<file path="src/sv/sfir_pkg.sv">
// ============================================================================
// sfir_pkg - shared definitions for the stereo FIR filter
// Sizes, item formats, command format between front and back, and the
// pointer and rounding helpers used by the MAC engine.
// ============================================================================
`default_nettype none

package sfir_pkg;

   localparam int TAPS         = 32;
   localparam int IDX_W        = (TAPS > 1) ? $clog2(TAPS) : 1;
   localparam int SAMPLE_W     = 24;
   localparam int COEF_W       = 16;
   localparam int COEF_INDEX_W = 5;
   localparam int PROD_W       = SAMPLE_W + COEF_W;
   localparam int ACC_W        = PROD_W + IDX_W + 1;
   localparam int FRAC_BITS    = 15;
   localparam int RND_W        = ACC_W - FRAC_BITS;

   localparam int OUT_MAX = 8388607;
   localparam int OUT_MIN = -8388608;

   localparam int CMDQ_DEPTH = 4;
   localparam int CMDQ_PTR_W = $clog2(CMDQ_DEPTH);
   localparam int CMDQ_CNT_W = $clog2(CMDQ_DEPTH + 1);
   localparam int OUTQ_DEPTH = 2;
   localparam int OUTQ_PTR_W = $clog2(OUTQ_DEPTH);
   localparam int OUTQ_CNT_W = $clog2(OUTQ_DEPTH + 1);

   localparam logic KIND_SAMPLE = 1'b0;
   localparam logic KIND_COEF   = 1'b1;

   localparam logic [IDX_W-1:0] TAP_LAST = IDX_W'(TAPS - 1);

   typedef struct packed {
      logic                       kind;
      logic signed [SAMPLE_W-1:0] left_sample;
      logic signed [SAMPLE_W-1:0] right_sample;
      logic [COEF_INDEX_W-1:0]    coef_index;
      logic signed [COEF_W-1:0]   coef_value;
   } req_type;

   typedef struct packed {
      logic signed [SAMPLE_W-1:0] left_out;
      logic signed [SAMPLE_W-1:0] right_out;
   } rsp_type;

   // Classified item as handed from the front to the back.
   typedef struct packed {
      logic                       is_coef;
      logic                       coef_ok;
      logic [IDX_W-1:0]           coef_addr;
      logic signed [COEF_W-1:0]   coef_value;
      logic signed [SAMPLE_W-1:0] left_sample;
      logic signed [SAMPLE_W-1:0] right_sample;
   } cmd_type;

   function automatic logic [IDX_W-1:0] ptr_next(input logic [IDX_W-1:0] p);
      if (p == TAP_LAST) begin
         return '0;
      end
      return p + IDX_W'(1);
   endfunction

   function automatic logic [IDX_W-1:0] ptr_prev(input logic [IDX_W-1:0] p);
      if (p == '0) begin
         return TAP_LAST;
      end
      return p - IDX_W'(1);
   endfunction

   // Round half towards plus infinity, then clamp to the 24-bit range.
   function automatic logic signed [SAMPLE_W-1:0] round_sat(
      input logic signed [ACC_W-1:0] acc);
      logic signed [ACC_W-1:0] bias;
      logic signed [ACC_W-1:0] biased;
      logic signed [RND_W-1:0] r;
      logic signed [RND_W-1:0] r_max;
      logic signed [RND_W-1:0] r_min;
      bias   = ACC_W'(2 ** (FRAC_BITS - 1));
      biased = acc + bias;
      r      = biased[ACC_W-1:FRAC_BITS];
      r_max  = RND_W'(OUT_MAX);
      r_min  = RND_W'(OUT_MIN);
      if (r > r_max) begin
         return SAMPLE_W'(OUT_MAX);
      end
      if (r < r_min) begin
         return SAMPLE_W'(OUT_MIN);
      end
      return r[SAMPLE_W-1:0];
   endfunction

endpackage

`default_nettype wire

</file>
<file path="src/sv/sfir_front.sv">
// ============================================================================
// sfir_front - input queue and item classification
// Takes items from the push/full port, decodes them into commands and
// holds them in a short queue until the MAC engine takes them.
// ============================================================================
`default_nettype none

module sfir_front (
   input  wire logic              clock,
   input  wire logic              reset,
   input  wire logic              push,
   output logic                   full,
   input  wire sfir_pkg::req_type req_data,
   output logic                   cmd_valid,
   output sfir_pkg::cmd_type      cmd_data,
   input  wire logic              cmd_take
);

   sfir_pkg::cmd_type                    q_ff [sfir_pkg::CMDQ_DEPTH];
   logic [sfir_pkg::CMDQ_PTR_W-1:0]      wr_ff, wr_in;
   logic [sfir_pkg::CMDQ_PTR_W-1:0]      rd_ff, rd_in;
   logic [sfir_pkg::CMDQ_CNT_W-1:0]      cnt_ff, cnt_in;
   sfir_pkg::cmd_type                    cmd_new;
   logic                                 do_push;
   logic                                 do_pop;

   // Decode the item once, on the way in.
   always_comb begin
      cmd_new.is_coef      = (req_data.kind == sfir_pkg::KIND_COEF);
      cmd_new.coef_ok      = (32'(req_data.coef_index) < sfir_pkg::TAPS);
      cmd_new.coef_addr    = sfir_pkg::IDX_W'(req_data.coef_index);
      cmd_new.coef_value   = req_data.coef_value;
      cmd_new.left_sample  = req_data.left_sample;
      cmd_new.right_sample = req_data.right_sample;
   end

   assign full      = (cnt_ff == sfir_pkg::CMDQ_CNT_W'(sfir_pkg::CMDQ_DEPTH));
   assign cmd_valid = (cnt_ff != '0);
   assign cmd_data  = q_ff[rd_ff];
   assign do_push   = push && !full;
   assign do_pop    = cmd_take && cmd_valid;

   always_comb begin
      wr_in  = do_push ? wr_ff + sfir_pkg::CMDQ_PTR_W'(1) : wr_ff;
      rd_in  = do_pop ? rd_ff + sfir_pkg::CMDQ_PTR_W'(1) : rd_ff;
      cnt_in = cnt_ff;
      if (do_push && !do_pop) begin
         cnt_in = cnt_ff + sfir_pkg::CMDQ_CNT_W'(1);
      end else if (do_pop && !do_push) begin
         cnt_in = cnt_ff - sfir_pkg::CMDQ_CNT_W'(1);
      end
   end

   always_ff @(posedge clock) begin
      if (reset) begin
         wr_ff  <= '0;
         rd_ff  <= '0;
         cnt_ff <= '0;
      end else begin
         wr_ff  <= wr_in;
         rd_ff  <= rd_in;
         cnt_ff <= cnt_in;
      end
   end

   always_ff @(posedge clock) begin
      if (do_push) begin
         q_ff[wr_ff] <= cmd_new;
      end
   end

endmodule

`default_nettype wire

</file>
<file path="src/sv/sfir_back.sv">
// ============================================================================
// sfir_back - MAC engine and result queue
// Holds the delay lines and coefficient store, runs one shared multiplier
// over every tap of both channels and queues the rounded results.
// ============================================================================
`default_nettype none

module sfir_back (
   input  wire logic              clock,
   input  wire logic              reset,
   input  wire logic              cmd_valid,
   input  wire sfir_pkg::cmd_type cmd_data,
   output logic                   cmd_take,
   output logic                   empty,
   input  wire logic              pop,
   output sfir_pkg::rsp_type      rsp_data
);

   typedef enum logic [3:0] {
      ST_IDLE   = 4'b0001,
      ST_RUN    = 4'b0010,
      ST_DRAIN  = 4'b0100,
      ST_FINISH = 4'b1000
   } state_type;

   state_type state_ff, state_in;

   // Delay lines are circular buffers; head points at the newest sample.
   logic signed [sfir_pkg::SAMPLE_W-1:0] left_mem  [sfir_pkg::TAPS];
   logic signed [sfir_pkg::SAMPLE_W-1:0] right_mem [sfir_pkg::TAPS];
   logic signed [sfir_pkg::COEF_W-1:0]   coef_mem  [sfir_pkg::TAPS];
   logic [sfir_pkg::TAPS-1:0]            line_ok_ff;

   logic [sfir_pkg::IDX_W-1:0] head_ff, head_in;
   logic [sfir_pkg::IDX_W-1:0] tap_ff, tap_in;
   logic [sfir_pkg::IDX_W-1:0] ptr_ff, ptr_in;
   logic                       chan_ff, chan_in;
   logic [sfir_pkg::IDX_W-1:0] head_new;

   // Read stage
   logic                                 rd_valid_ff, rd_chan_ff, rd_last_ff;
   logic signed [sfir_pkg::COEF_W-1:0]   coef_rd_ff;
   logic signed [sfir_pkg::SAMPLE_W-1:0] samp_rd_ff;
   logic                                 samp_ok_ff;
   logic signed [sfir_pkg::SAMPLE_W-1:0] samp_sel;

   // Multiply stage
   logic                                 prod_valid_ff, prod_chan_ff, prod_last_ff;
   logic signed [sfir_pkg::PROD_W-1:0]   prod_ff;

   logic signed [sfir_pkg::ACC_W-1:0]    acc_l_ff, acc_r_ff;

   // Result queue
   sfir_pkg::rsp_type                    outq_ff [sfir_pkg::OUTQ_DEPTH];
   logic [sfir_pkg::OUTQ_PTR_W-1:0]      outq_wr_ff, outq_rd_ff;
   logic [sfir_pkg::OUTQ_CNT_W-1:0]      outq_cnt_ff, outq_cnt_in;

   logic start_sample, start_coef, issue, issue_last, finish_push, do_pop;

   assign head_new     = sfir_pkg::ptr_next(head_ff);
   assign start_sample = (state_ff == ST_IDLE) && cmd_valid && !cmd_data.is_coef &&
                         (outq_cnt_ff < sfir_pkg::OUTQ_CNT_W'(sfir_pkg::OUTQ_DEPTH));
   assign start_coef   = (state_ff == ST_IDLE) && cmd_valid && cmd_data.is_coef;
   assign cmd_take     = start_sample || start_coef;
   assign issue        = (state_ff == ST_RUN);
   assign issue_last   = issue && chan_ff && (tap_ff == sfir_pkg::TAP_LAST);
   assign finish_push  = (state_ff == ST_FINISH);
   assign empty        = (outq_cnt_ff == '0);
   assign do_pop       = pop && !empty;
   assign rsp_data     = outq_ff[outq_rd_ff];
   assign samp_sel     = samp_ok_ff ? samp_rd_ff : '0;

   always_comb begin
      state_in = state_ff;
      case (state_ff)
         ST_IDLE: begin
            if (start_sample) begin
               state_in = ST_RUN;
            end
         end
         ST_RUN: begin
            if (issue_last) begin
               state_in = ST_DRAIN;
            end
         end
         ST_DRAIN: begin
            if (prod_valid_ff && prod_last_ff) begin
               state_in = ST_FINISH;
            end
         end
         ST_FINISH: begin
            state_in = ST_IDLE;
         end
         default: begin
            state_in = ST_IDLE;
         end
      endcase
   end

   always_comb begin
      head_in = start_sample ? head_new : head_ff;
      tap_in  = tap_ff;
      ptr_in  = ptr_ff;
      chan_in = chan_ff;
      if (start_sample) begin
         tap_in  = '0;
         ptr_in  = head_new;
         chan_in = 1'b0;
      end else if (issue) begin
         chan_in = !chan_ff;
         if (chan_ff) begin
            tap_in = tap_ff + sfir_pkg::IDX_W'(1);
            ptr_in = sfir_pkg::ptr_prev(ptr_ff);
         end
      end
   end

   always_comb begin
      outq_cnt_in = outq_cnt_ff;
      if (finish_push && !do_pop) begin
         outq_cnt_in = outq_cnt_ff + sfir_pkg::OUTQ_CNT_W'(1);
      end else if (do_pop && !finish_push) begin
         outq_cnt_in = outq_cnt_ff - sfir_pkg::OUTQ_CNT_W'(1);
      end
   end

   always_ff @(posedge clock) begin
      if (reset) begin
         state_ff      <= ST_IDLE;
         head_ff       <= '0;
         tap_ff        <= '0;
         ptr_ff        <= '0;
         chan_ff       <= 1'b0;
         line_ok_ff    <= '0;
         rd_valid_ff   <= 1'b0;
         prod_valid_ff <= 1'b0;
         outq_wr_ff    <= '0;
         outq_rd_ff    <= '0;
         outq_cnt_ff   <= '0;
      end else begin
         state_ff      <= state_in;
         head_ff       <= head_in;
         tap_ff        <= tap_in;
         ptr_ff        <= ptr_in;
         chan_ff       <= chan_in;
         if (start_sample) begin
            line_ok_ff[head_new] <= 1'b1;
         end
         rd_valid_ff   <= issue;
         prod_valid_ff <= rd_valid_ff;
         if (finish_push) begin
            outq_wr_ff <= outq_wr_ff + sfir_pkg::OUTQ_PTR_W'(1);
         end
         if (do_pop) begin
            outq_rd_ff <= outq_rd_ff + sfir_pkg::OUTQ_PTR_W'(1);
         end
         outq_cnt_ff   <= outq_cnt_in;
      end
   end

   // Stores: writes only happen while the sequencer is idle.
   always_ff @(posedge clock) begin
      if (start_sample) begin
         left_mem[head_new]  <= cmd_data.left_sample;
         right_mem[head_new] <= cmd_data.right_sample;
      end
      if (start_coef && cmd_data.coef_ok) begin
         coef_mem[cmd_data.coef_addr] <= cmd_data.coef_value;
      end
      coef_rd_ff <= coef_mem[tap_ff];
      samp_rd_ff <= chan_ff ? right_mem[ptr_ff] : left_mem[ptr_ff];
   end

   always_ff @(posedge clock) begin
      samp_ok_ff   <= line_ok_ff[ptr_ff];
      rd_chan_ff   <= chan_ff;
      rd_last_ff   <= issue_last;
      prod_ff      <= coef_rd_ff * samp_sel;
      prod_chan_ff <= rd_chan_ff;
      prod_last_ff <= rd_last_ff;
      if (start_sample) begin
         acc_l_ff <= '0;
         acc_r_ff <= '0;
      end else if (prod_valid_ff) begin
         if (prod_chan_ff) begin
            acc_r_ff <= acc_r_ff + sfir_pkg::ACC_W'(prod_ff);
         end else begin
            acc_l_ff <= acc_l_ff + sfir_pkg::ACC_W'(prod_ff);
         end
      end
      if (finish_push) begin
         outq_ff[outq_wr_ff].left_out  <= sfir_pkg::round_sat(acc_l_ff);
         outq_ff[outq_wr_ff].right_out <= sfir_pkg::round_sat(acc_r_ff);
      end
   end

   a_outq_bound: assert property (@(posedge clock) disable iff (reset)
      outq_cnt_ff <= sfir_pkg::OUTQ_CNT_W'(sfir_pkg::OUTQ_DEPTH))
      else $error("result queue count beyond its depth");

   a_push_room: assert property (@(posedge clock) disable iff (reset)
      finish_push |-> (outq_cnt_ff < sfir_pkg::OUTQ_CNT_W'(sfir_pkg::OUTQ_DEPTH)))
      else $error("result written into a full queue");

   a_start_runs: assert property (@(posedge clock) disable iff (reset)
      start_sample |=> (state_ff == ST_RUN) && (tap_ff == '0) && !chan_ff)
      else $error("sample item did not start the tap sweep");

   a_prod_in_sweep: assert property (@(posedge clock) disable iff (reset)
      prod_valid_ff |-> (state_ff == ST_RUN || state_ff == ST_DRAIN))
      else $error("product outside a tap sweep");

   a_finish_after_last: assert property (@(posedge clock) disable iff (reset)
      finish_push |-> $past(prod_valid_ff && prod_last_ff))
      else $error("result finished before the last product");

endmodule

`default_nettype wire

</file>
<file path="src/sv/stereo_fir_filter.sv">
// ============================================================================
// stereo_fir_filter - stereo direct-form FIR filter, top level
// Input queue and classifier in front of a shared-MAC engine that filters
// the left and right channels through one coefficient store.
// ============================================================================
//
// Usage. Items enter through push/full: an item is taken at a rising edge
// with push high and full low. A sample item (kind 0) shifts one left and
// one right sample into the delay lines and later yields one result; a
// coefficient item (kind 1) writes one tap and yields no result. Results
// leave through empty/pop: the oldest result sits on rsp_data while empty is
// low and is taken at an edge with pop high.
// Timing. A coefficient item is written while the engine is idle and starts
// no sweep. A sample item occupies the engine through the RUN, DRAIN and
// FINISH states, set by the single shared multiplier, which visits every
// tap once per channel; the result is written to the result queue in FINISH.
// A four-entry input queue absorbs bursts of items meanwhile.
// Reset clears both delay lines to zero and empties both queues; the
// coefficient store keeps no reset value and every tap must be written
// before the first sample item. If the receiver stalls, up to two results
// wait in the result queue, after which the engine holds the next sample
// item and the input queue fills until full rises.
//
`default_nettype none

module stereo_fir_filter (
   input  wire logic              clock,
   input  wire logic              reset,
   input  wire logic              push,
   output logic                   full,
   input  wire sfir_pkg::req_type req_data,
   output logic                   empty,
   input  wire logic              pop,
   output sfir_pkg::rsp_type      rsp_data
);

   // Classified items waiting for the engine.
   logic              cmd_valid;
   logic              cmd_take;
   sfir_pkg::cmd_type cmd_data;

   // The front decodes items and queues them, so the producer is never held
   // up by a sweep in progress until the queue itself runs full.
   sfir_front u_front (
      .clock     (clock),
      .reset     (reset),
      .push      (push),
      .full      (full),
      .req_data  (req_data),
      .cmd_valid (cmd_valid),
      .cmd_data  (cmd_data),
      .cmd_take  (cmd_take)
   );

   // The back owns all filter state and the result queue; it takes a new
   // command only when idle, and a sample command only when a result slot
   // is free.
   sfir_back u_back (
      .clock     (clock),
      .reset     (reset),
      .cmd_valid (cmd_valid),
      .cmd_data  (cmd_data),
      .cmd_take  (cmd_take),
      .empty     (empty),
      .pop       (pop),
      .rsp_data  (rsp_data)
   );

endmodule

`default_nettype wire
</file>
<file path="config.mk">
export PLATFORM = sky130hd
export DESIGN_NAME = stereo_fir_filter
export DESIGN_NICKNAME = d
export VERILOG_FILES = /design/src/sv/sfir_pkg.sv /design/src/sv/sfir_front.sv /design/src/sv/sfir_back.sv /design/src/sv/stereo_fir_filter.sv
export SDC_FILE = /design/constraint.sdc
export NUM_CORES = 2
export LEC_CHECK = 0
export BUFFER_PORTS_ARGS = -buffer_cell sky130_fd_sc_hd__buf_4
export CAP_MARGIN = 10
export CORE_AREA = 2 2 519 521
export CTS_BUF_LIST = sky130_fd_sc_hd__clkbuf_4
export CTS_CLUSTER_DIAMETER = 150
export DETAILED_ROUTE_END_ITERATION = 8
export DIE_AREA = 0 0 521 523
export PLACE_DENSITY = 0.6
export SLEW_MARGIN = 20
export SYNTH_ARGS = -nofsm -noshare
export SYNTH_HDL_FRONTEND = slang
export SYNTH_SLANG_ARGS = --single-unit
export TNS_END_PERCENT = 1
</file>
<file path="constraint.sdc">
create_clock -name clock -period 8.4 [get_ports clock]
set_input_delay 0.84 -clock clock [delete_from_list [all_inputs] [get_ports clock]]
set_output_delay 0.84 -clock clock [all_outputs]
set_load 0.1 [all_outputs]
</file>
==> results.md <==
- Run status: finished, final reports clean
- Worst vdd ir: 0.1734 mV
- Layout cells sized above 1: 27.67%
- Final Core Density: 50.67%
- DR vias: 65510
- Unrepaired setup endpoints after global routing: no
- Initial Util: 44.78%
- Drt first pass iters: 5
- Post-synthesis area per instance: 17.35 µm²
- Actual slew at the worst max-slew pin: 1175 ps
- Critical setup path kind: flip-flop to flip-flop
- CP max FO: 79
- Most common cell after layout, fill and taps aside: edfxtp_1
- Most used cell, CP: fa_1
- Final min period: 7532 ps
- Clk buf depth: 4
- CTS tree: built
- Asr flop ratio synth: 0%
- CP Launch Type: flip-flop
- Tcrit/Tclk final: 89.67%
- Slowest stage delay, CP: 750 ps
- IO Port Bufs: 123
- Vias in the first global route: 69580
- Max Freq: 132.8 MHz
- Clock latency on the worst-skew pair: 1500 ps
- Die area: 272500 µm²
- CP Cell Sequence: buf_4, and2_1, nand2_1, fa_1, fa_1, inv_1, fa_1, fa_1, fa_1, inv_1, fa_1, inv_1, ha_1, nand3_1, or4b_4, a211oi_4, o21ai_2, a21oi_2, nor3_1, or3_4, o311ai_1
- Cts bufs inserted: 690
- Hold_sp: req_data[8]
- Worst clock skew: 166.9 ps
- ANT nets after route: 0
- Register bit count reported by yosys: 2674
- Worst EP arrival: 8830 ps
- Final non-filler cell total: 11680
- Distinct cells, synth: 83
- Post_cts resized: 0
- Worst r2r src: u_back.samp_ok_ff$_DFF_P_
- Worst slew margin: 21.56%
- Worst EP required: 9700 ps
- Kind of cell with the highest combined delay on the critical path: adder cells
- Drc violations: 0
- Total Power: 0.03809 W
- Syn Inst Count: 6889
- Layout Nets: 8281
- Io pins: 124
- Synth Flop Type: edfxtp_1
- Number of synthesized flops with an enable pin: 2424
- Placement Cell Area: 125200 µm²
- Critical Path Sink Type: flip-flop
- First-pass GRT wire length: 451.3 mm
- Post-DR wirelength/cell: 26.14 µm
- Hpwl dp: 182.8 mm
- Hold Violations, Final: 0
- Largest net degree at the start of global routing: 148
- Via density: 5.607
- Pwr Density: 281.6 nW/µm²
- Synthesis-to-layout area growth: 13.15%
- Worst Path Buf+Inv: 4
- Mapped Area: 119600 µm²
- Critical R2R Capture: u_back.prod_ff[38]$_DFF_P_
- Sequential area share after synthesis: 65.07%
- Most frequent cells in the layout: edfxtp_1 (2424), clkbuf_4 (1030), mux4_2 (744), inv_1 (473), nand2_1 (464)
- Postcts setup bufs: 0
- Setup violations, final: 0
- Hold path depth: 2
- Hold EP: u_front.q_ff[0][56]$_DFFE_PP_
- R2R cell count: 21
- Initial antenna violation count: 19
- CTS root buf: clkbuf_4
- Leakage power: 46.97 nW
- Clk slew on worst S/H paths: 60 ps
- Die W: 521 µm
- Dpl cells: 10370
- Hold Crit Class: input port to flip-flop
- Reg2Reg Setup Slack: 870 ps
- Total of max-cap violations: 0
- All-Layer GR Usage: 22.46%
- H-tree Lvls: 6
- Drt total wl: 305.4 mm
- Final Max Slew Viols: 0
- Total grt overflow: 0
- Final TNS setup: 0 ps
- Yosys warns: 0
- Initial DRC count: 5843
- CP max stage cell: dfxtp_4
- Die height: 523 µm
- Gp weighted congestion: 0.8584
- CTS sink count: 2674
- Cell area after layout: 135300 µm²
- Rows: 190
- Core area: 267000 µm²
- Syn_nets: 7541
where the power goes:
part	switching (W)	internal, W	total, W	leakage [nW]
registers	0.000646	0.0166	0.0172	24.0
clock network	0.00517	0.00607	0.0112	5.28
logic	0.00595	0.00368	0.00963	17.7
total	0.0118	0.0263	0.0381	47.0
cells in the mapped netlist, drive strengths merged (25+ instances only):
library cell | instances | area [µm²]
mux4 | 744 | 16760
inv | 474 | 1779
xnor2 | 93 | 814.5
edfxtp | 2424 | 72790
o21ai | 141 | 709.4
fa | 377 | 7547
nand4 | 40 | 256.5
buf | 93 | 361.6
nand2b | 25 | 156.4
clkbuf | 250 | 938.4
o21a | 25 | 187.7
dfxtp | 250 | 5005
nand2 | 465 | 1745
and3 | 172 | 1076
nand3 | 84 | 420.4
and2 | 42 | 262.8
xor2 | 64 | 560.5
ha | 201 | 2515
nor2 | 260 | 975.9
mux2 | 65 | 732.0
nor3 | 50 | 250.2
a211oi | 29 | 235.2
a21o | 63 | 473.0
a21oi | 204 | 1028
per-stage QoR:
step                hold WS [ps]  worst slack, ps
floorplan                  309.6             1816
global placement           312.0            986.3
detailed placement         312.1            876.6
CTS                       0.7592            862.9
global route               91.41            459.2
finish                     188.2            868.0
cells by family after synthesis:
logic type	after synthesis	synth area share (%)
buffers and inverters	818	2.579
adders and majority gates	578	8.416
AOI/OAI and AO/OA	602	3.150
xor gates and xnor gates	157	1.150
and+or+nand+nor	1243	4.943
DFF	2674	65.07
muxes	817	14.69
routing by layer:
metal	global-route usage [%]	part of all wire, %	wire length (µm)
met1	30.21	42	127600
met5	0	0.024	74
met3	3.656	5.8	17860
met2	37.54	50	152100
met4	7.281	2.6	7813
registers in the layout, summed over array words and instances, names as in the netlist, 5 cells and up, named ones only:
| name | flops |
|---|---|
| u_back.left_mem | 768 |
| u_back.right_mem | 768 |
| u_back.coef_mem | 512 |
| u_front.q_ff | 280 |
| u_back.outq_ff | 96 |
| u_back.acc_l_ff | 46 |
| u_back.acc_r_ff | 46 |
| u_back.prod_ff | 40 |
| u_back.line_ok_ff | 32 |
| u_back.samp_rd_ff | 24 |
| u_back.coef_rd_ff | 16 |
| u_back.head_ff | 5 |
| u_back.ptr_ff | 5 |
| u_back.tap_ff | 5 |
worst max-delay path by stage:
stage | startpoint | end | slack, ps | cells past startpoint
floorplan | u_back.samp_ok_ff$_DFF_P_ | u_back.prod_ff[38]$_DFF_P_ | 1820 | 24
global placement | u_back.samp_ok_ff$_DFF_P_ | u_back.prod_ff[38]$_DFF_P_ | 990 | 21
detailed placement | u_back.samp_ok_ff$_DFF_P_ | u_back.prod_ff[38]$_DFF_P_ | 880 | 21
CTS | u_back.samp_ok_ff$_DFF_P_ | u_back.prod_ff[38]$_DFF_P_ | 860 | 21
global route | u_back.samp_ok_ff$_DFF_P_ | u_back.prod_ff[38]$_DFF_P_ | 460 | 21
finish | u_back.samp_ok_ff$_DFF_P_ | u_back.prod_ff[38]$_DFF_P_ | 870 | 21
area by class of cell:
| type | count | area (µm²) |
|---|---|---|
| fill | 22100 | 131700 |
| sequential | 2674 | 77840 |
| multi-input combinational | 3397 | 38980 |
| clock buffer | 1030 | 7732 |
| tap | 3552 | 4444 |
| timing repair buffer | 391 | 3343 |
| inverter | 475 | 1783 |
| clock inverter | 157 | 1139 |
| antenna | 7 | 17.52 |
timing repair:
action                     4_1_cts  5_1_grt
hold buffers                   123        0
setup endpoints to repair        0        0
hold endpoints to repair       353        0
Note: power is estimated with default switching activity, not from simulation.
